File: src/rtl/owtr_pkg.sv
// Shared types, constants and helpers for the 1-Wire temperature reader.
// Used by owtr_seq, owtr_skid and one_wire_temp_sensor_reader.
// No dependencies.
package owtr_pkg;

    // The sequencer phases.
    typedef enum logic [3:0] {
        PH_IDLE,
        PH_RST_LOW,
        PH_RST_REL,
        PH_PRES_WAIT,
        PH_PRES_LOW,
        PH_WR_LOW,
        PH_WR_REL,
        PH_RD_LOW,
        PH_RD_WAIT,
        PH_RD_REC
    } t_phase;

    // Configuration register indexes, in address order.
    typedef enum logic [2:0] {
        REG_RESET_LOW,
        REG_RESET_RELEASE,
        REG_PRES_WAIT,
        REG_PRES_LOW,
        REG_SHORT_LOW,
        REG_LONG_SLOT,
        REG_READ_SAMPLE,
        REG_READ_RECOVERY
    } t_reg_idx;

    typedef struct packed {
        logic [9:0] reset_low_ticks;
        logic [5:0] reset_release_ticks;
        logic [7:0] presence_wait_limit;
        logic [7:0] presence_low_limit;
        logic [3:0] short_low_ticks;
        logic [6:0] long_slot_ticks;
        logic [3:0] read_sample_ticks;
        logic [6:0] read_recovery_ticks;
    } t_cfg;

    typedef struct packed {
        logic               pull_low;
        logic               busy_res;
        logic               done_res;
        logic               presence_error;
        logic signed [15:0] raw_reading;
        logic signed [11:0] whole_degrees;
    } t_result;

    localparam logic [9:0] RESET_LOW_DEFAULT     = 10'd750;
    localparam logic [5:0] RESET_RELEASE_DEFAULT = 6'd15;
    localparam logic [7:0] PRES_WAIT_DEFAULT     = 8'd200;
    localparam logic [7:0] PRES_LOW_DEFAULT      = 8'd240;
    localparam logic [3:0] SHORT_LOW_DEFAULT     = 4'd2;
    localparam logic [6:0] LONG_SLOT_DEFAULT     = 7'd60;
    localparam logic [3:0] READ_SAMPLE_DEFAULT   = 4'd12;
    localparam logic [6:0] READ_RECOVERY_DEFAULT = 7'd50;

    // Skip ROM, convert, skip ROM, read scratchpad.
    localparam logic [7:0] CMD_SKIP_ROM  = 8'hCC;
    localparam logic [7:0] CMD_CONVERT   = 8'h44;
    localparam logic [7:0] CMD_READ_SPAD = 8'hBE;

    function automatic logic cmd_bit(input logic [1:0] byte_idx, input logic [2:0] bit_idx);
        logic [7:0] cmd;
        case (byte_idx)
            2'd1:    cmd = CMD_CONVERT;
            2'd3:    cmd = CMD_READ_SPAD;
            default: cmd = CMD_SKIP_ROM;
        endcase
        return cmd[bit_idx];
    endfunction

endpackage

File: src/rtl/owtr_seq.sv
// Bus sequencer of the 1-Wire temperature reader: phase, slot timer and
// bit/byte counters, advanced by one tick per accepted request.
// Depends on owtr_pkg.
module owtr_seq (
    input  logic             i_clk,
    input  logic             i_rst_n,
    input  logic             i_step,
    input  logic             i_start_req,
    input  logic             i_line_level,
    input  owtr_pkg::t_cfg    i_cfg,
    output owtr_pkg::t_result o_res
);

    owtr_pkg::t_phase r_phase, n_phase;
    logic [9:0]       r_timer, n_timer;
    logic [2:0]       r_bit_idx, n_bit_idx;
    logic [1:0]       r_byte_idx, n_byte_idx;
    logic [7:0]       r_shift, n_shift;
    logic [7:0]       r_low_byte, n_low_byte;
    logic             r_error, n_error;
    logic [15:0]      r_hold, n_hold;

    logic             w_start;
    owtr_pkg::t_phase w_phase;
    logic [9:0]       w_timer;
    logic [9:0]       w_inc;
    logic             w_cur_bit;
    logic             w_pull;
    logic             w_done;
    logic [7:0]       w_shift_in;
    logic signed [16:0] w_adj;

    // A start request in idle already counts as the first reset-low tick.
    assign w_start   = (r_phase == owtr_pkg::PH_IDLE) && i_start_req;
    assign w_phase   = w_start ? owtr_pkg::PH_RST_LOW : r_phase;
    assign w_timer   = w_start ? 10'd0 : r_timer;
    assign w_inc     = w_timer + 10'd1;
    assign w_cur_bit = owtr_pkg::cmd_bit(r_byte_idx, r_bit_idx);
    assign w_shift_in = {i_line_level, r_shift[7:1]};

    always_comb begin
        n_phase    = w_phase;
        n_timer    = w_timer;
        n_bit_idx  = w_start ? 3'd0 : r_bit_idx;
        n_byte_idx = w_start ? 2'd0 : r_byte_idx;
        n_shift    = r_shift;
        n_low_byte = r_low_byte;
        n_error    = w_start ? 1'b0 : r_error;
        n_hold     = r_hold;
        w_pull     = 1'b0;
        w_done     = 1'b0;
        unique case (w_phase)
            owtr_pkg::PH_IDLE: begin
            end
            owtr_pkg::PH_RST_LOW: begin
                w_pull = 1'b1;
                if (w_inc >= i_cfg.reset_low_ticks) begin
                    n_timer = '0;
                    n_phase = owtr_pkg::PH_RST_REL;
                end else begin
                    n_timer = w_inc;
                end
            end
            owtr_pkg::PH_RST_REL: begin
                if (w_inc >= 10'(i_cfg.reset_release_ticks)) begin
                    n_timer = '0;
                    n_phase = owtr_pkg::PH_PRES_WAIT;
                end else begin
                    n_timer = w_inc;
                end
            end
            owtr_pkg::PH_PRES_WAIT: begin
                if (!i_line_level) begin
                    n_timer = '0;
                    n_phase = owtr_pkg::PH_PRES_LOW;
                end else if (w_inc >= 10'(i_cfg.presence_wait_limit)) begin
                    n_timer   = '0;
                    n_error   = 1'b1;
                    n_phase   = owtr_pkg::PH_WR_LOW;
                    n_bit_idx = '0;
                end else begin
                    n_timer = w_inc;
                end
            end
            owtr_pkg::PH_PRES_LOW: begin
                if (i_line_level) begin
                    n_timer   = '0;
                    n_phase   = owtr_pkg::PH_WR_LOW;
                    n_bit_idx = '0;
                end else if (w_inc >= 10'(i_cfg.presence_low_limit)) begin
                    n_timer   = '0;
                    n_error   = 1'b1;
                    n_phase   = owtr_pkg::PH_WR_LOW;
                    n_bit_idx = '0;
                end else begin
                    n_timer = w_inc;
                end
            end
            owtr_pkg::PH_WR_LOW: begin
                w_pull = 1'b1;
                if (w_inc >= (w_cur_bit ? 10'(i_cfg.short_low_ticks)
                                        : 10'(i_cfg.long_slot_ticks))) begin
                    n_timer = '0;
                    n_phase = owtr_pkg::PH_WR_REL;
                end else begin
                    n_timer = w_inc;
                end
            end
            owtr_pkg::PH_WR_REL: begin
                if (w_inc >= (w_cur_bit ? 10'(i_cfg.long_slot_ticks)
                                        : 10'(i_cfg.short_low_ticks))) begin
                    n_timer   = '0;
                    n_bit_idx = r_bit_idx + 3'd1;
                    n_phase   = owtr_pkg::PH_WR_LOW;
                    if (r_bit_idx == 3'd7) begin
                        n_byte_idx = r_byte_idx + 2'd1;
                        // After the convert byte the second transaction
                        // starts with a fresh bus reset; after the read
                        // command the two data bytes are read.
                        if (r_byte_idx == 2'd1) begin
                            n_phase = owtr_pkg::PH_RST_LOW;
                        end else if (r_byte_idx == 2'd3) begin
                            n_phase = owtr_pkg::PH_RD_LOW;
                            n_shift = '0;
                        end
                    end
                end else begin
                    n_timer = w_inc;
                end
            end
            owtr_pkg::PH_RD_LOW: begin
                w_pull = 1'b1;
                if (w_inc >= 10'(i_cfg.short_low_ticks)) begin
                    n_timer = '0;
                    n_phase = owtr_pkg::PH_RD_WAIT;
                end else begin
                    n_timer = w_inc;
                end
            end
            owtr_pkg::PH_RD_WAIT: begin
                if (w_inc >= 10'(i_cfg.read_sample_ticks)) begin
                    n_timer = '0;
                    n_phase = owtr_pkg::PH_RD_REC;
                end else begin
                    n_timer = w_inc;
                end
            end
            owtr_pkg::PH_RD_REC: begin
                // The line is sampled on the first recovery tick, LSB first.
                if (w_timer == 10'd0) begin
                    n_shift = w_shift_in;
                end
                if (w_inc >= 10'(i_cfg.read_recovery_ticks)) begin
                    n_timer   = '0;
                    n_bit_idx = r_bit_idx + 3'd1;
                    n_phase   = owtr_pkg::PH_RD_LOW;
                    if (r_bit_idx == 3'd7) begin
                        if (r_byte_idx == 2'd0) begin
                            n_low_byte = n_shift;
                            n_byte_idx = 2'd1;
                            n_shift    = '0;
                        end else begin
                            n_hold     = {n_shift, r_low_byte};
                            n_byte_idx = 2'd0;
                            n_phase    = owtr_pkg::PH_IDLE;
                            w_done     = 1'b1;
                        end
                    end
                end else begin
                    n_timer = w_inc;
                end
            end
            default: begin
                n_phase = owtr_pkg::PH_IDLE;
            end
        endcase
    end

    // Truncation toward zero: bias negative readings by 15 before the shift.
    assign w_adj = $signed({n_hold[15], n_hold}) + (n_hold[15] ? 17'sd15 : 17'sd0);

    always_comb begin
        o_res.pull_low       = w_pull;
        o_res.busy_res       = (n_phase != owtr_pkg::PH_IDLE);
        o_res.done_res       = w_done;
        o_res.presence_error = n_error;
        o_res.raw_reading    = $signed(n_hold);
        o_res.whole_degrees  = w_adj[15:4];
    end

    always_ff @(posedge i_clk) begin
        if (!i_rst_n) begin
            r_phase    <= owtr_pkg::PH_IDLE;
            r_timer    <= '0;
            r_bit_idx  <= '0;
            r_byte_idx <= '0;
            r_shift    <= '0;
            r_low_byte <= '0;
            r_error    <= 1'b0;
            r_hold     <= '0;
        end else if (i_step) begin
            r_phase    <= n_phase;
            r_timer    <= n_timer;
            r_bit_idx  <= n_bit_idx;
            r_byte_idx <= n_byte_idx;
            r_shift    <= n_shift;
            r_low_byte <= n_low_byte;
            r_error    <= n_error;
            r_hold     <= n_hold;
        end
    end

`ifndef ASSERT_OFF
    a_pull_busy: assert property (@(posedge i_clk) disable iff (!i_rst_n)
        o_res.pull_low |-> o_res.busy_res)
        else $error("line driven low while the sequence ends");
    a_done_idle: assert property (@(posedge i_clk) disable iff (!i_rst_n)
        (i_step && o_res.done_res) |=> (r_phase == owtr_pkg::PH_IDLE))
        else $error("sequencer not idle after a finished reading");
    a_idle_counts: assert property (@(posedge i_clk) disable iff (!i_rst_n)
        (r_phase == owtr_pkg::PH_IDLE) |-> (r_bit_idx == 3'd0 && r_byte_idx == 2'd0))
        else $error("bit or byte counter left over in idle");
`endif

endmodule

File: src/rtl/owtr_skid.sv
// Output register with a skid stage for the 1-Wire temperature reader, so
// that requests are still taken while a result waits at the output.
// Depends on owtr_pkg.
module owtr_skid (
    input  logic              i_clk,
    input  logic              i_rst_n,
    input  logic              i_valid,
    output logic              o_ready,
    input  owtr_pkg::t_result i_data,
    output logic              o_valid,
    input  logic              i_ready,
    output owtr_pkg::t_result o_data
);

    logic              r_main_valid;
    logic              r_skid_valid;
    owtr_pkg::t_result r_main;
    owtr_pkg::t_result r_skid;
    logic              w_fire;
    logic              w_main_free;

    assign o_ready     = !r_skid_valid;
    assign w_fire      = i_valid && !r_skid_valid;
    assign w_main_free = !r_main_valid || i_ready;
    assign o_valid     = r_main_valid;
    assign o_data      = r_main;

    always_ff @(posedge i_clk) begin
        if (!i_rst_n) begin
            r_main_valid <= 1'b0;
            r_skid_valid <= 1'b0;
        end else if (w_main_free) begin
            if (r_skid_valid) begin
                r_main_valid <= 1'b1;
                r_skid_valid <= 1'b0;
            end else begin
                r_main_valid <= w_fire;
            end
        end else if (w_fire) begin
            r_skid_valid <= 1'b1;
        end
    end

    always_ff @(posedge i_clk) begin
        if (w_main_free) begin
            r_main <= r_skid_valid ? r_skid : i_data;
        end
        if (!w_main_free && w_fire) begin
            r_skid <= i_data;
        end
    end

`ifndef ASSERT_OFF
    a_skid_behind_main: assert property (@(posedge i_clk) disable iff (!i_rst_n)
        r_skid_valid |-> r_main_valid)
        else $error("skid stage holds a result ahead of the output register");
    a_stall_to_skid: assert property (@(posedge i_clk) disable iff (!i_rst_n)
        (r_main_valid && !i_ready && w_fire) |=> r_skid_valid)
        else $error("request taken during a stall was not kept");
    a_skid_drain: assert property (@(posedge i_clk) disable iff (!i_rst_n)
        (r_skid_valid && i_ready) |=> (r_main_valid && !r_skid_valid))
        else $error("skid stage did not move into the output register");
`endif

endmodule

File: src/rtl/one_wire_temp_sensor_reader.sv
// 1-Wire bus master that reads a temperature sensor, one tick per request.
// Depends on owtr_pkg, owtr_seq and owtr_skid.
//
// Usage: every request on the input channel (i_in_valid / o_in_ready) is one
// bus tick of about 1 us, carrying the start request and the line level
// sampled in that tick. A start in idle runs two transactions: bus reset,
// presence check, skip ROM and convert; then bus reset, presence check, skip
// ROM, read scratchpad and two data bytes read LSB first. A missing presence
// pulse sets the error flag but the sequence carries on.
// Each request yields exactly one result on the output channel
// (o_out_valid / i_out_ready): the pull-low drive for that tick, busy, done,
// the presence error flag, the signed reading in sixteenths of a degree and
// whole degrees truncated toward zero. The reading holds its last value
// between measurements.
// The result is registered in the output register. One request is taken
// every cycle: the sequencer updates in a single pass per tick, and the
// output register with its skid stage keeps taking requests while the
// receiver stalls, until the skid stage is full; then o_in_ready drops.
// Reset (synchronous, active low) puts the sequencer in idle, clears the
// reading and loads the default timing values into the APB registers.
// The timing registers are written through the APB port at byte addresses
// 4*i and must only be changed while the block is idle.
module one_wire_temp_sensor_reader (
    input  logic               i_clk,
    input  logic               i_rst_n,
    // APB configuration port
    input  logic               psel,
    input  logic               penable,
    input  logic               pwrite,
    input  logic [4:0]         paddr,
    input  logic [31:0]        pwdata,
    output logic [31:0]        prdata,
    output logic               pready,
    // Tick requests
    input  logic               i_in_valid,
    output logic               o_in_ready,
    input  logic               i_start_req,
    input  logic               i_line_level,
    // Results
    output logic               o_out_valid,
    input  logic               i_out_ready,
    output logic               o_pull_low,
    output logic               o_busy_res,
    output logic               o_done_res,
    output logic               o_presence_error,
    output logic signed [15:0] o_raw_reading,
    output logic signed [11:0] o_whole_degrees
);

    owtr_pkg::t_cfg     r_cfg;
    owtr_pkg::t_reg_idx w_reg_idx;
    owtr_pkg::t_result  w_seq_res;
    owtr_pkg::t_result  w_out_res;
    logic               w_cfg_write;
    logic               w_in_fire;

    assign pready      = 1'b1;
    assign w_reg_idx   = owtr_pkg::t_reg_idx'(paddr[4:2]);
    assign w_cfg_write = psel && penable && pwrite;
    assign w_in_fire   = i_in_valid && o_in_ready;

    // The timing registers; a write keeps only the register's own width.
    always_ff @(posedge i_clk) begin
        if (!i_rst_n) begin
            r_cfg.reset_low_ticks     <= owtr_pkg::RESET_LOW_DEFAULT;
            r_cfg.reset_release_ticks <= owtr_pkg::RESET_RELEASE_DEFAULT;
            r_cfg.presence_wait_limit <= owtr_pkg::PRES_WAIT_DEFAULT;
            r_cfg.presence_low_limit  <= owtr_pkg::PRES_LOW_DEFAULT;
            r_cfg.short_low_ticks     <= owtr_pkg::SHORT_LOW_DEFAULT;
            r_cfg.long_slot_ticks     <= owtr_pkg::LONG_SLOT_DEFAULT;
            r_cfg.read_sample_ticks   <= owtr_pkg::READ_SAMPLE_DEFAULT;
            r_cfg.read_recovery_ticks <= owtr_pkg::READ_RECOVERY_DEFAULT;
        end else if (w_cfg_write) begin
            unique case (w_reg_idx)
                owtr_pkg::REG_RESET_LOW:     r_cfg.reset_low_ticks     <= pwdata[9:0];
                owtr_pkg::REG_RESET_RELEASE: r_cfg.reset_release_ticks <= pwdata[5:0];
                owtr_pkg::REG_PRES_WAIT:     r_cfg.presence_wait_limit <= pwdata[7:0];
                owtr_pkg::REG_PRES_LOW:      r_cfg.presence_low_limit  <= pwdata[7:0];
                owtr_pkg::REG_SHORT_LOW:     r_cfg.short_low_ticks     <= pwdata[3:0];
                owtr_pkg::REG_LONG_SLOT:     r_cfg.long_slot_ticks     <= pwdata[6:0];
                owtr_pkg::REG_READ_SAMPLE:   r_cfg.read_sample_ticks   <= pwdata[3:0];
                owtr_pkg::REG_READ_RECOVERY: r_cfg.read_recovery_ticks <= pwdata[6:0];
                default: begin
                end
            endcase
        end
    end

    // Register read-back, zero-extended to the bus width.
    always_comb begin
        unique case (w_reg_idx)
            owtr_pkg::REG_RESET_LOW:     prdata = 32'(r_cfg.reset_low_ticks);
            owtr_pkg::REG_RESET_RELEASE: prdata = 32'(r_cfg.reset_release_ticks);
            owtr_pkg::REG_PRES_WAIT:     prdata = 32'(r_cfg.presence_wait_limit);
            owtr_pkg::REG_PRES_LOW:      prdata = 32'(r_cfg.presence_low_limit);
            owtr_pkg::REG_SHORT_LOW:     prdata = 32'(r_cfg.short_low_ticks);
            owtr_pkg::REG_LONG_SLOT:     prdata = 32'(r_cfg.long_slot_ticks);
            owtr_pkg::REG_READ_SAMPLE:   prdata = 32'(r_cfg.read_sample_ticks);
            owtr_pkg::REG_READ_RECOVERY: prdata = 32'(r_cfg.read_recovery_ticks);
            default:                     prdata = '0;
        endcase
    end

    // The sequencer advances only on an accepted request.
    owtr_seq u_seq (
        .i_clk        (i_clk),
        .i_rst_n      (i_rst_n),
        .i_step       (w_in_fire),
        .i_start_req  (i_start_req),
        .i_line_level (i_line_level),
        .i_cfg        (r_cfg),
        .o_res        (w_seq_res)
    );

    owtr_skid u_skid (
        .i_clk   (i_clk),
        .i_rst_n (i_rst_n),
        .i_valid (i_in_valid),
        .o_ready (o_in_ready),
        .i_data  (w_seq_res),
        .o_valid (o_out_valid),
        .i_ready (i_out_ready),
        .o_data  (w_out_res)
    );

    assign o_pull_low       = w_out_res.pull_low;
    assign o_busy_res       = w_out_res.busy_res;
    assign o_done_res       = w_out_res.done_res;
    assign o_presence_error = w_out_res.presence_error;
    assign o_raw_reading    = w_out_res.raw_reading;
    assign o_whole_degrees  = w_out_res.whole_degrees;

`ifndef ASSERT_OFF
    a_done_not_busy: assert property (@(posedge i_clk) disable iff (!i_rst_n)
        (o_out_valid && o_done_res) |-> !o_busy_res)
        else $error("done reported while the sequence is still running");
    a_whole_matches: assert property (@(posedge i_clk) disable iff (!i_rst_n)
        o_out_valid |-> (o_raw_reading[15] == o_whole_degrees[11]
                         || o_whole_degrees == 12'sd0))
        else $error("whole degrees disagree in sign with the reading");
    a_cfg_idle_hold: assert property (@(posedge i_clk) disable iff (!i_rst_n)
        !w_cfg_write |=> $stable(r_cfg))
        else $error("timing register changed without a write");
`endif

endmodule

File: config.mk
export PLATFORM = sky130hd
export DESIGN_NAME = one_wire_temp_sensor_reader
export DESIGN_NICKNAME = d
export VERILOG_FILES = /design/src/rtl/owtr_pkg.sv /design/src/rtl/owtr_seq.sv /design/src/rtl/owtr_skid.sv /design/src/rtl/one_wire_temp_sensor_reader.sv
export SDC_FILE = /design/constraint.sdc
export NUM_CORES = 1
export LEC_CHECK = 0
export ABC_AREA = 1
export ABC_CLOCK_PERIOD_IN_PS = 5200
export BUFFER_PORTS_ARGS = -buffer_cell sky130_fd_sc_hd__buf_2
export CAP_MARGIN = 20
export CORE_MARGIN = 1.5
export CORE_UTILIZATION = 60
export DETAILED_ROUTE_END_ITERATION = 16
export HOLD_SLACK_MARGIN = 0.03
export PLACE_DENSITY_LB_ADDON = 0.15
export SYNTH_ARGS = -nofsm -noshare
export SYNTH_HDL_FRONTEND = slang
export SYNTH_SLANG_ARGS = --single-unit
File: constraint.sdc
create_clock -name i_clk -period 5.2 [get_ports i_clk]
set_input_delay 0.78 -clock i_clk [delete_from_list [all_inputs] [get_ports i_clk]]
set_output_delay 0.78 -clock i_clk [all_outputs]
set_load 0.02 [all_outputs]
* Word level (Yosys, flattened, before mapping)
Index checks and enable logic that the tools add are counted.
** Operators by class
- Magnitude comparators :: 10
- $add $sub $neg :: 4
- Muxes and demuxes :: 79
- Reductions and logical operators :: 28
- Eq/ne operators :: 23
- Bitwise logic cells :: 1
** Operator list (count)
- 32-bit case mux with 8 select lines :: 1
- 10-bit two-way mux :: 12
- 10-bit case mux with 9 select lines :: 1
- 16-bit two-way mux :: 4
- 4-bit two-way mux :: 16
- 8-bit two-way mux :: 8
- 4-bit case mux with 10 select lines :: 1
- 32-bit two-way mux :: 1
- 8-bit case mux with 2 select lines :: 2
- 10-bit >= comparator :: 3
- 3-bit two-way mux :: 8
- 10-bit by 4-bit >= comparator with 1-bit output :: 2
- 10-bit by 8-bit >= comparator with 1-bit output :: 2
- 16-bit by 5-bit adder with 16-bit output :: 1
- 4-bit by 3-bit == test with 1-bit output, second input constant :: 4
- 2-bit AND reduction :: 8
- 3-bit == test, second input constant :: 5
- 7-bit two-way mux :: 2
- 1-bit two-way mux :: 13
- 2-bit two-way mux :: 6
- 3-bit case mux with 4 select lines :: 1
- 10-bit by 1-bit adder with 10-bit output, second input constant :: 1
- 10-bit by 6-bit >= comparator with 1-bit output :: 1
- 10-bit by 7-bit >= comparator with 1-bit output :: 1
- 29 further kinds :: 41
** Storage, ports and cells
- Word-level logic and storage cells :: 175
- Output and inout port bits :: 67
- Flip-flop bits (word level) :: 172

* Longest topological paths before layout
Gate-level depths: netlist of the first run.
- Depth in word-level cells :: 12
- Depth in mapped cells :: 33
- Gate-level depth less buffers :: 32

* By module
From an unflattened synthesis of the first run, not the netlist that was laid out.
** Unflattened totals
- Cells, all modules :: 1504
- Area total of the unflattened synthesis :: 10787.8 µm²
** By module, submodules not included
- owtr_seq :: sequential area each 1041.0 µm², area each 5611.6 µm², instances 1, cells each 936
- one_wire_temp_sensor_reader :: sequential area each 1081.0 µm², area each 2670.1 µm², instances 1, cells each 389
- owtr_skid :: sequential area each 1961.9 µm², area each 2506.2 µm², instances 1, cells each 179

* Worst setup path before layout of the first run
No wires, ideal clock.
- Path type :: in2reg
- Start point :: input port i_start_req
- End point :: register u_skid.r_main (netlist bit u_skid.o_data[4]) (data pin)
- Path buffers :: 2
- Stages :: 23
- Path slack :: 1185 ps
- Arrival :: 3763 ps
- Library setup time :: 253 ps
- Data required time :: 4947 ps
- Path through :: nand3_4 > buf_6 > nand2_1 > inv_1 > ha_1 > nand4_4 > nor3_1 > xnor2_1 > ha_1 > nand2_1 > nand3_4 > nand3_4 > buf_6 > nand2_1 > nand2_2 > nand2_2 > nor2_4 > nor2_8 > nand2_1 > nand2_1 > and2_4 > nand2_1 > nand2_1
** RTL lines
- from (decl) :: line one_wire_temp_sensor_reader.sv:37 : input logic i_start_req,
- to (signal assigned) :: line owtr_skid.sv:46 : r_main <= r_skid_valid ? r_skid : i_data;
- to (decl) :: line owtr_skid.sv:17 : owtr_pkg::t_result r_main;

* Worst setup path after layout of the first run
- Start point :: register u_seq.r_phase[3]
- End point :: register u_skid.r_main (netlist bit u_skid.o_data[11]) (data pin)
** Between the ends
- Elaborated cells on any way between the ends :: 16
** RTL lines
- from (decl) :: line owtr_seq.sv:14 : owtr_pkg::t_phase r_phase, n_phase;
- from (signal assigned) :: line owtr_seq.sv:193 : r_phase <= owtr_pkg::PH_IDLE;
- from (signal assigned) :: line owtr_seq.sv:202 : r_phase <= n_phase;
- 4-bit logical NOT :: line owtr_seq.sv:34 : assign w_start = (r_phase == owtr_pkg::PH_IDLE) && i_start_req;
- 1-bit logical AND :: line owtr_seq.sv:34
- 10-bit two-way mux :: line owtr_seq.sv:36 : assign w_timer = w_start ? 10'd0 : r_timer;
- 10-bit by 1-bit adder with 10-bit output :: line owtr_seq.sv:37 : assign w_inc = w_timer + 10'd1;
- 10-bit by 7-bit >= comparator with 1-bit output :: line owtr_seq.sv:153 : if (w_inc >= 10'(i_cfg.read_recovery_ticks)) begin
- 16-bit two-way mux :: line owtr_seq.sv:153
- 16-bit two-way mux (*) :: line owtr_seq.sv:52 : unique case (w_phase)
- named net u_seq.n_hold[7] :: line owtr_seq.sv:21 : logic [15:0] r_hold, n_hold;
- 16-bit by 5-bit adder with 16-bit output (*) :: line owtr_seq.sv:180 : assign w_adj = $signed({n_hold[15], n_hold}) + (n_hold[15] ? 17'sd15 : 17'sd0);
- 32-bit two-way mux (*) :: line owtr_skid.sv:46
The timed path passes the listed nets; every way through them passes the cells marked *.
A chain may end at the register's enable or synchronous reset.

==> results.md, run 1 <==
* Skew final at 12.6 ps
* F_max at 233 MHz
* Placed cell area at 10700 µm²
* Wire per inst at 15.0 µm
* Largest area contributor in the netlist: dfxtp_1
* Synthesized area at 10300 µm²
* CP max stage delay at 360 ps
* Filler cell count at 1426
* Max_cap viols at 0
* # placed instances at 1622
* Area Overhead vs Synth at 9.65%
* R2R setup slack at 910 ps
* # hold bufs at CTS at 0
* Critical path class: flop to flop
* Worst Setup End Kind: flop
* Rows at 47
* Initial antenna violation count at 0
* Yosys reg bits at 172
* GRT overflow at 0
* Post-CTS Repair Setup Buffers at 0
* RSZ-0062 raised after global routing: false
* Via density at 5.48
* I/O pins at 113
* Die ar. at 17900 µm²
* Top cell type's share of synthesized area at 21.1%
* Routability congestion estimate at 0.933
* Skew-Pair Late Insertion Delay at 440 ps
* Setup Viol. Count Final at 0
* Worst Setup SP: u_seq.r_phase[3]$_SDFFE_PN0P_
* Die height at 134 µm
* Reg clk slew, reported paths at 70 ps
* Worst hold stages at 2
* Slew Viols, Final at 0
* Ys flop type: dfxtp_1
* Ranking of synthesized cells by area: dfxtp_1, edfxtp_1, nand2_1
* Max-slew headroom at 35.4%
* Setup TNS at 0 ps
* CP max FO at 32
* CTS tree: done
* Worst R2R Start: u_seq.r_phase[3]$_SDFFE_PN0P_
* Crit-path slowest cell: dfxtp_1
* Worst EP required at 5380 ps
* Final Hold Viols at 0
* Final WL at 24800 µm
* CTS max path bufs at 2
* Async S/R FF share, synth at 0%
* CP top delay family: simple AND/OR/NAND/NOR gates
* Crit share post-route at 82.4%
* Hold_sp: u_seq.r_shift[2]$_SDFFE_PN0P_
* Fin cells at 1654
* Post-detail-place hpwl at 18100 µm
* # nets final at 1530
* Avg Inst Size Synth at 7.53 µm²
* CTS buffer count at 17
* Reg2reg end: u_skid.o_data[11]$_DFFE_PP_
* Status: completed
* Total number of vias at 9064
* Iter 0 DRT Violations at 811
* Die width at 134 µm
* Buf+Inv Stages, Crit Path at 5
* Gr usage total at 28.8%
* Number of synthesized flops with an enable pin at 64
* DRC violation count after routing at 0
* Post-route minimum period at 4290 ps
* Vias in the first global route at 8332
* Worst endpoint data arrival time at 4470 ps
* Initial Utilization at 61.7%
* Worst VDD drop at 0.000268 V
* Post-synthesis cell type count at 51
* First-pass GRT wire length at 40800 µm
* Final Cell Area at 11300 µm²
* Core Footprint at 16600 µm²
* Crit start category: flop
* Share of layout cells above drive strength 1 at 11.1%
* # H-tree levels at 4
* Most numerous cell on the critical path: nand2_1
* Sequential cell area fraction in the yosys report at 39.8%
* Total clock sinks at 172
* Synthesized instance count at 1363
* Number of buffers inserted by port buffering at 65
* Leak pwr at 5.57 nW
* Largest net degree at the start of global routing at 73
* PwrDens at 300 nW/µm²
* Antenna-violating nets left at 0
* Root Buffer: clkbuf_16
* Slew @ Worst Pin at 962 ps
* HP Class: flop to flop
* DRT Pass-1 Iters at 6
* Yosys warns at 0
* Inserted Diodes at 0
* Hold Path End: u_seq.r_shift[2]$_SDFFE_PN0P_
* CTS resizes at 0
* FF-to-FF path depth at 29
-- cell type report --
| class | instances | area [µm²] | area share, % |
|---|---|---|---|
| Tap cell | 220 | 275 | 2.45 |
| Timing Repair Buffer | 82 | 453 | 4.02 |
| Clock buffer | 17 | 425 | 3.78 |
| Sequential cell | 172 | 4080 | 36.3 |
| Multi-Input combinational cell | 925 | 5040 | 44.8 |
| Inverter | 223 | 837 | 7.44 |
| Clock inverter | 15 | 135 | 1.20 |
-- synth_stat cells, types with 5 or more instances --
| library cell | number |
|---|---|
| nor2_1 | 85 |
| nor3_1 | 20 |
| inv_1 | 213 |
| dfxtp_1 | 108 |
| buf_2 | 6 |
| nand3_1 | 53 |
| buf_4 | 27 |
| a31oi_1 | 13 |
| edfxtp_1 | 64 |
| o21ai_0 | 132 |
| a21oi_1 | 79 |
| inv_2 | 6 |
| clkbuf_1 | 24 |
| nand2_2 | 6 |
| xor2_1 | 6 |
| o22ai_1 | 10 |
| a221oi_1 | 5 |
| ha_1 | 63 |
| buf_6 | 5 |
| o21ai_2 | 7 |
| o211ai_1 | 31 |
| o21ai_1 | 5 |
| nand4_1 | 28 |
| nand2_1 | 309 |
-- cells by family after synthesis --
kind of cell,count (synthesis),share of synthesized area (%)
AND/OR/NAND/NOR,531,23.2
AO/OA/AOI/OAI,301,16.8
buffers and inverters,287,11.9
flip-flops,172,39.8
adder cells (fa/ha/maj),63,7.68
XOR/XNOR,7,0.597
other,2,0.0732
-- state kept, by name (all words and copies together), names as in the netlist --
register             flops
u_seq.r_hold            16
u_skid.o_data           32
u_seq.r_phase            4
u_seq.r_bit_idx          3
u_seq.r_error            1
u_skid.r_skid_valid      1
u_seq.r_shift            8
u_skid.o_valid           1
u_seq.r_low_byte         8
u_seq.r_byte_idx         2
r_cfg                   54
u_seq.r_timer           10
u_skid.r_skid           32
-- where the power goes --
part	switching, W	leakage, nW	internal [W]	total (W)
clock	0.000591	0.275	0.000635	0.00123
sequential	0.0000291	1.54	0.00147	0.00150
combinational	0.000461	3.75	0.000195	0.000656
total	0.00108	5.57	0.00230	0.00338
-- stage by stage --
step	hold WS [ps]	util [%]	setup WS [ps]	total power, W
2_1_floorplan	449	-	1180	0.00199
3_3_place_gp	465	64.3	786	0.00215
3_5_place_dp	472	64.3	679	0.00217
4_1_cts	487	67.6	943	0.00338
5_1_grt	510	67.6	440	0.00353
6_report	482	67.6	914	0.00338
-- per-layer routing --
| layer | vias to the layer above | global-route usage, % | part of all wire, % |
|---|---|---|---|
| met1 | 4090 | 41.0 | 47 |
| met3 | 37 | 4.54 | 8.2 |
| met4 | 0 | 10.4 | 2.0 |
| met5 | - | 0 | 0 |
| li1 | 4600 | - | - |
| met2 | 337 | 44.6 | 43 |
-- worst max path at each step --
stage,end,slack [ps],depth (start not counted)
after floorplan,u_skid.o_data[4]$_DFFE_PP_,1180,23
final,u_skid.o_data[11]$_DFFE_PP_,910,29
after global routing,u_skid.o_data[11]$_DFFE_PP_,440,29
after detailed placement,u_skid.o_data[4]$_DFFE_PP_,680,28
after global placement,u_skid.o_data[4]$_DFFE_PP_,790,28
after CTS,u_skid.o_data[11]$_DFFE_PP_,940,29
-- worst min-delay path: stages (launching register included) --
cell and delay [ps]:
dfxtp_1 320, nand2_1 60, a21oi_1 50
-- layout by cell type (no fill, tap or decap), types with 6 or more instances in the layout --
cell type	n
a21oi_1	79
nor2_1	83
a31oi_1	13
dfxtp_1	108
nand4_1	28
o22ai_1	10
o211ai_1	31
nand2_1	309
nand2_2	6
o21ai_2	7
o21ai_1	6
nor3_1	20
xor2_1	6
o21ai_0	131
nand3_1	53
edfxtp_1	64
clkbuf_16	17
conb_1	23
ha_1	63
inv_6	6
buf_4	17
inv_1	213
buf_2	65
inv_2	6
Power figures use the tool's default switching activity.
==> inputs of run 2 (changes only) <==
--- a/config.mk
+++ b/config.mk
@@ -5,12 +5,12 @@
 export SDC_FILE = /design/constraint.sdc
 export NUM_CORES = 1
 export LEC_CHECK = 0
-export ABC_AREA = 1
-export ABC_CLOCK_PERIOD_IN_PS = 5200
+export ABC_AREA = 0
+export ABC_CLOCK_PERIOD_IN_PS = 4100
 export BUFFER_PORTS_ARGS = -buffer_cell sky130_fd_sc_hd__buf_2
 export CAP_MARGIN = 20
 export CORE_MARGIN = 1.5
-export CORE_UTILIZATION = 60
+export CORE_UTILIZATION = 59
 export DETAILED_ROUTE_END_ITERATION = 16
 export HOLD_SLACK_MARGIN = 0.03
 export PLACE_DENSITY_LB_ADDON = 0.15
==> constraint.sdc (replaced) <==
create_clock -name i_clk -period 4.1 [get_ports i_clk]
set_input_delay 0.615 -clock i_clk [delete_from_list [all_inputs] [get_ports i_clk]]
set_output_delay 0.615 -clock i_clk [all_outputs]
set_load 0.02 [all_outputs]
==> results.md, run 2 <==
* Crit share post-route at 98.8% (+16 points)
* Worst endpoint data arrival time at 4230 ps (-240 ps)
* Crit start category: flop
* Largest area contributor in the netlist: dfxtp_1
* Share of layout cells above drive strength 1 at 26.8% (+16 points)
* Wire per inst at 18.5 µm (+23%)
* Max_cap viols at 0 (unchanged)
* Post-synthesis cell type count at 86 (+69%)
* Post-detail-place hpwl at 18900 µm (+4.9%)
* Gr usage total at 29.7% (+0.87 points)
* CTS tree: done
* Final WL at 26600 µm (+7.5%)
* HP Class: primary input to flop
* Area Overhead vs Synth at 21.1%
* RSZ-0062 raised after global routing: true
* Iter 0 DRT Violations at 616 (-24%)
* Total clock sinks at 172 (unchanged)
* Via density at 5.91 (+7.8%)
* Reg power frac at 42.4% (-1.9 points)
* Slew @ Worst Pin at 1080 ps (+118 ps)
* Core Footprint at 16600 µm² (-0.35%)
* Largest Register: r_cfg
* Setup Viol. Count Final at 0 (unchanged)
* Internal at 0.00315 W (+37%)
* Leak pwr at 5.06 nW (-9.1%)
* Die width at 133 µm (-0.23%)
* First-pass GRT wire length at 41600 µm (+1.9%)
* Leading cell types by count after synthesis: nor2_1, dfxtp_1, nand2_1
* CP max stage delay at 400 ps (+40 ps)
* Yosys warns at 0 (unchanged)
* Power share of the combinational group at 19.0% (-0.4 points)
* Final Hold Viols at 0 (unchanged)
* Ys flop type: dfxtp_1
* Antenna-violating nets left at 0 (unchanged)
* Avg Inst Size Synth at 9.32 µm² (+24%)
* Cell with the most instances after synthesis: nor2_1
* NetSw at 0.00123 W (+14%)
* Hold_sp: pwdata[8]
* Crit-path slowest cell: or3_4
* DRC violation count after routing at 0 (unchanged)
* Placed cell area at 11100 µm² (+3.8%)
* Max-slew headroom at 27.7% (-7.7 points)
* Critical path class: flop to flop
* Skew final at 7.54 ps (-5.10 ps)
* DRT Pass-1 Iters at 6 (unchanged)
* Area taken by flip-flops and latches at 4100 µm² (+0.31%)
* Number of synthesized flops with an enable pin at 64 (unchanged)
* Root Buffer: clkbuf_16
* # nets final at 1318 (-14%)
* Sw Share at 28.2% (-3.8 points)
* # hold bufs at CTS at 0 (unchanged)
* Die ar. at 17800 µm² (-0.46%)
* CTS max path bufs at 2 (unchanged)
* Slew Viols, Final at 0 (unchanged)
* Clock share of power at 38.6% (+2.3 points)
* Initial Utilization at 60.6% (-1.1 points)
* Skew-Pair Late Insertion Delay at 430 ps (about the same)
* Sequential cell area fraction in the yosys report at 40.7% (+0.86 points)
* Largest net degree at the start of global routing at 57 (-22%)
* Inserted Diodes at 0 (unchanged)
* Initial antenna violation count at 0 (unchanged)
* Worst R2R Start: u_seq.r_phase[2]$_SDFFE_PN0P_
* Yosys reg bits at 172 (unchanged)
* Reg clk slew, reported paths at 70 ps (about the same)
* Worst Setup End Kind: flop
* Async S/R FF share, synth at 0% (unchanged)
* Routability congestion estimate at 0.953 (+2.2%)
* Synthesized area at 10000 µm² (-2.1%)
* Total number of vias at 8520 (-6.0%)
* Most frequent cells in the layout: nor2_1, dfxtp_1, buf_4, nand2_1
* CP max FO at 5 (-84%)
* Rows at 47 (unchanged)
* CTS buffer count at 17 (unchanged)
* Area of the multi-input gates at 5760 µm² (+14%)
* # placed instances at 1396 (-14%)
* Die height at 133 µm (-0.23%)
* F_max at 247 MHz (+5.8%)
* Worst Setup SP: u_seq.r_phase[2]$_SDFFE_PN0P_
* Vias in the first global route at 8013 (-3.8%)
* I/O pins at 113 (unchanged)
* Worst VDD drop at 0.000274 V (+2.3%)
* Fin cells at 1442 (-13%)
* Critical Path, Cell by Cell: nor2_2 > nand3_4 > and2_4 > ha_4 > nand3_4 > or3_4 > a21oi_4 > ha_4 > nand3b_1 > o21bai_1 > o32a_1 > o211ai_1 > o21a_2 > or3_4 > a2111oi_4 > a21oi_1 > mux2_2
* Setup TNS at 0 ps (unchanged)
* Top cell type's share of synthesized area at 21.5% (+0.46 points)
* Commonest non-fill, non-tap cell in the layout: nor2_1
* Final Cell Area at 12200 µm² (+8.1%)
* Buf+Inv Stages, Crit Path at 0 (-5)
* Synthesized instance count at 1078 (-21%)
* GRT overflow at 0 (unchanged)
* CP top delay family: compound AO/OA/AOI/OAI gates
* Worst EP required at 4280 ps (-1100 ps)
* Status: completed
* Number of buffers inserted by port buffering at 65 (unchanged)
* # H-tree levels at 4 (unchanged)
* Max reg flops at 54 (unchanged)
* PwrDens at 360 nW/µm² (+20%)
* Post-route minimum period at 4050 ps (-234 ps)
* Filler cell count at 1253 (-12%)
* Ranking of synthesized cells by area: dfxtp_1, edfxtp_1, ha_1
run 2: stage by stage:
| step | setup slack [ps] | hold slack (ps) | power (W) | utilization, % |
|---|---|---|---|---|
| 3_5_place_dp | -337 | 462 | 0.00265 | 67.0 |
| 4_1_cts | -55.9 | 411 | 0.00434 | 71.1 |
| 3_3_place_gp | -323 | 446 | 0.00263 | 67.0 |
| 5_1_grt | -109 | 418 | 0.00452 | 73.4 |
| 6_report | 48.6 | 415 | 0.00438 | 73.4 |
| 2_1_floorplan | 17.0 | 436 | 0.00239 | - |
run 2: final timing paths:
| path | cells after the start | endpoint | slack, ps |
|---|---|---|---|
| setup reg to reg | 17 | u_skid.o_data[11]$_DFFE_PP_ | 50 |
| hold / removal | 3 | r_cfg[52]$_SDFFE_PN0P_ | 420 |
| setup / recovery | 17 | u_skid.o_data[11]$_DFFE_PP_ | 50 |
| hold reg to reg | 2 | u_seq.r_hold[14]$_SDFFE_PN0P_ | 470 |
run 2: cell type report:
cell class | instances | share of cell area (%)
Clock buffer | 19 | 3.56
Clock inverter | 13 | 1.51
Inverter | 68 | 2.12
Multi-Input combinational cell | 779 | 47.4
Sequential cell | 172 | 33.7
Tap cell | 220 | 2.26
Timing Repair Buffer | 171 | 9.51
run 2: logic make-up after synthesis:
group | share of synthesized area, %
AOI/OAI and AO/OA | 16.5
xor gates and xnor gates | 1.93
adders and majority gates | 7.95
buffers and inverters | 6.64
DFF | 40.7
muxes | 9.40
other | 0.0748
and+or+nand+nor | 16.9
run 2: power groups by stage:
stage | registers [W] | clock network [W] | logic, W
final | 0.00186 | 0.00169 | 0.000831
after floorplan | 0.00193 | 0 | 0.000458
after global routing | 0.00186 | 0.00177 | 0.000894
after detailed placement | 0.00189 | 0 | 0.000753
after CTS | 0.00186 | 0.00171 | 0.000778
after global placement | 0.00189 | 0 | 0.000738
run 2: repair_timing:
action / 4_1_cts / 5_1_grt
setup endpoints to repair: 14 / 33
buffers inserted: 5 / 9
resized for setup: 9 / 70
pin swaps: 6 / 24
run 2: tightest hold or removal path: stages:
cell	delay, ps
buf_2	90
nand2_1	40
a21oi_1	50
run 2: routing by layer:
| metal | part of all wire, % | vias up | GRT usage (%) |
|---|---|---|---|
| met5 | 0 | - | 0 |
| met4 | 2.2 | 0 | 9.06 |
| met3 | 4.6 | 39 | 4.19 |
| met2 | 50 | 263 | 52.0 |
| met1 | 43 | 4104 | 38.1 |
| li1 | - | 4114 | - |
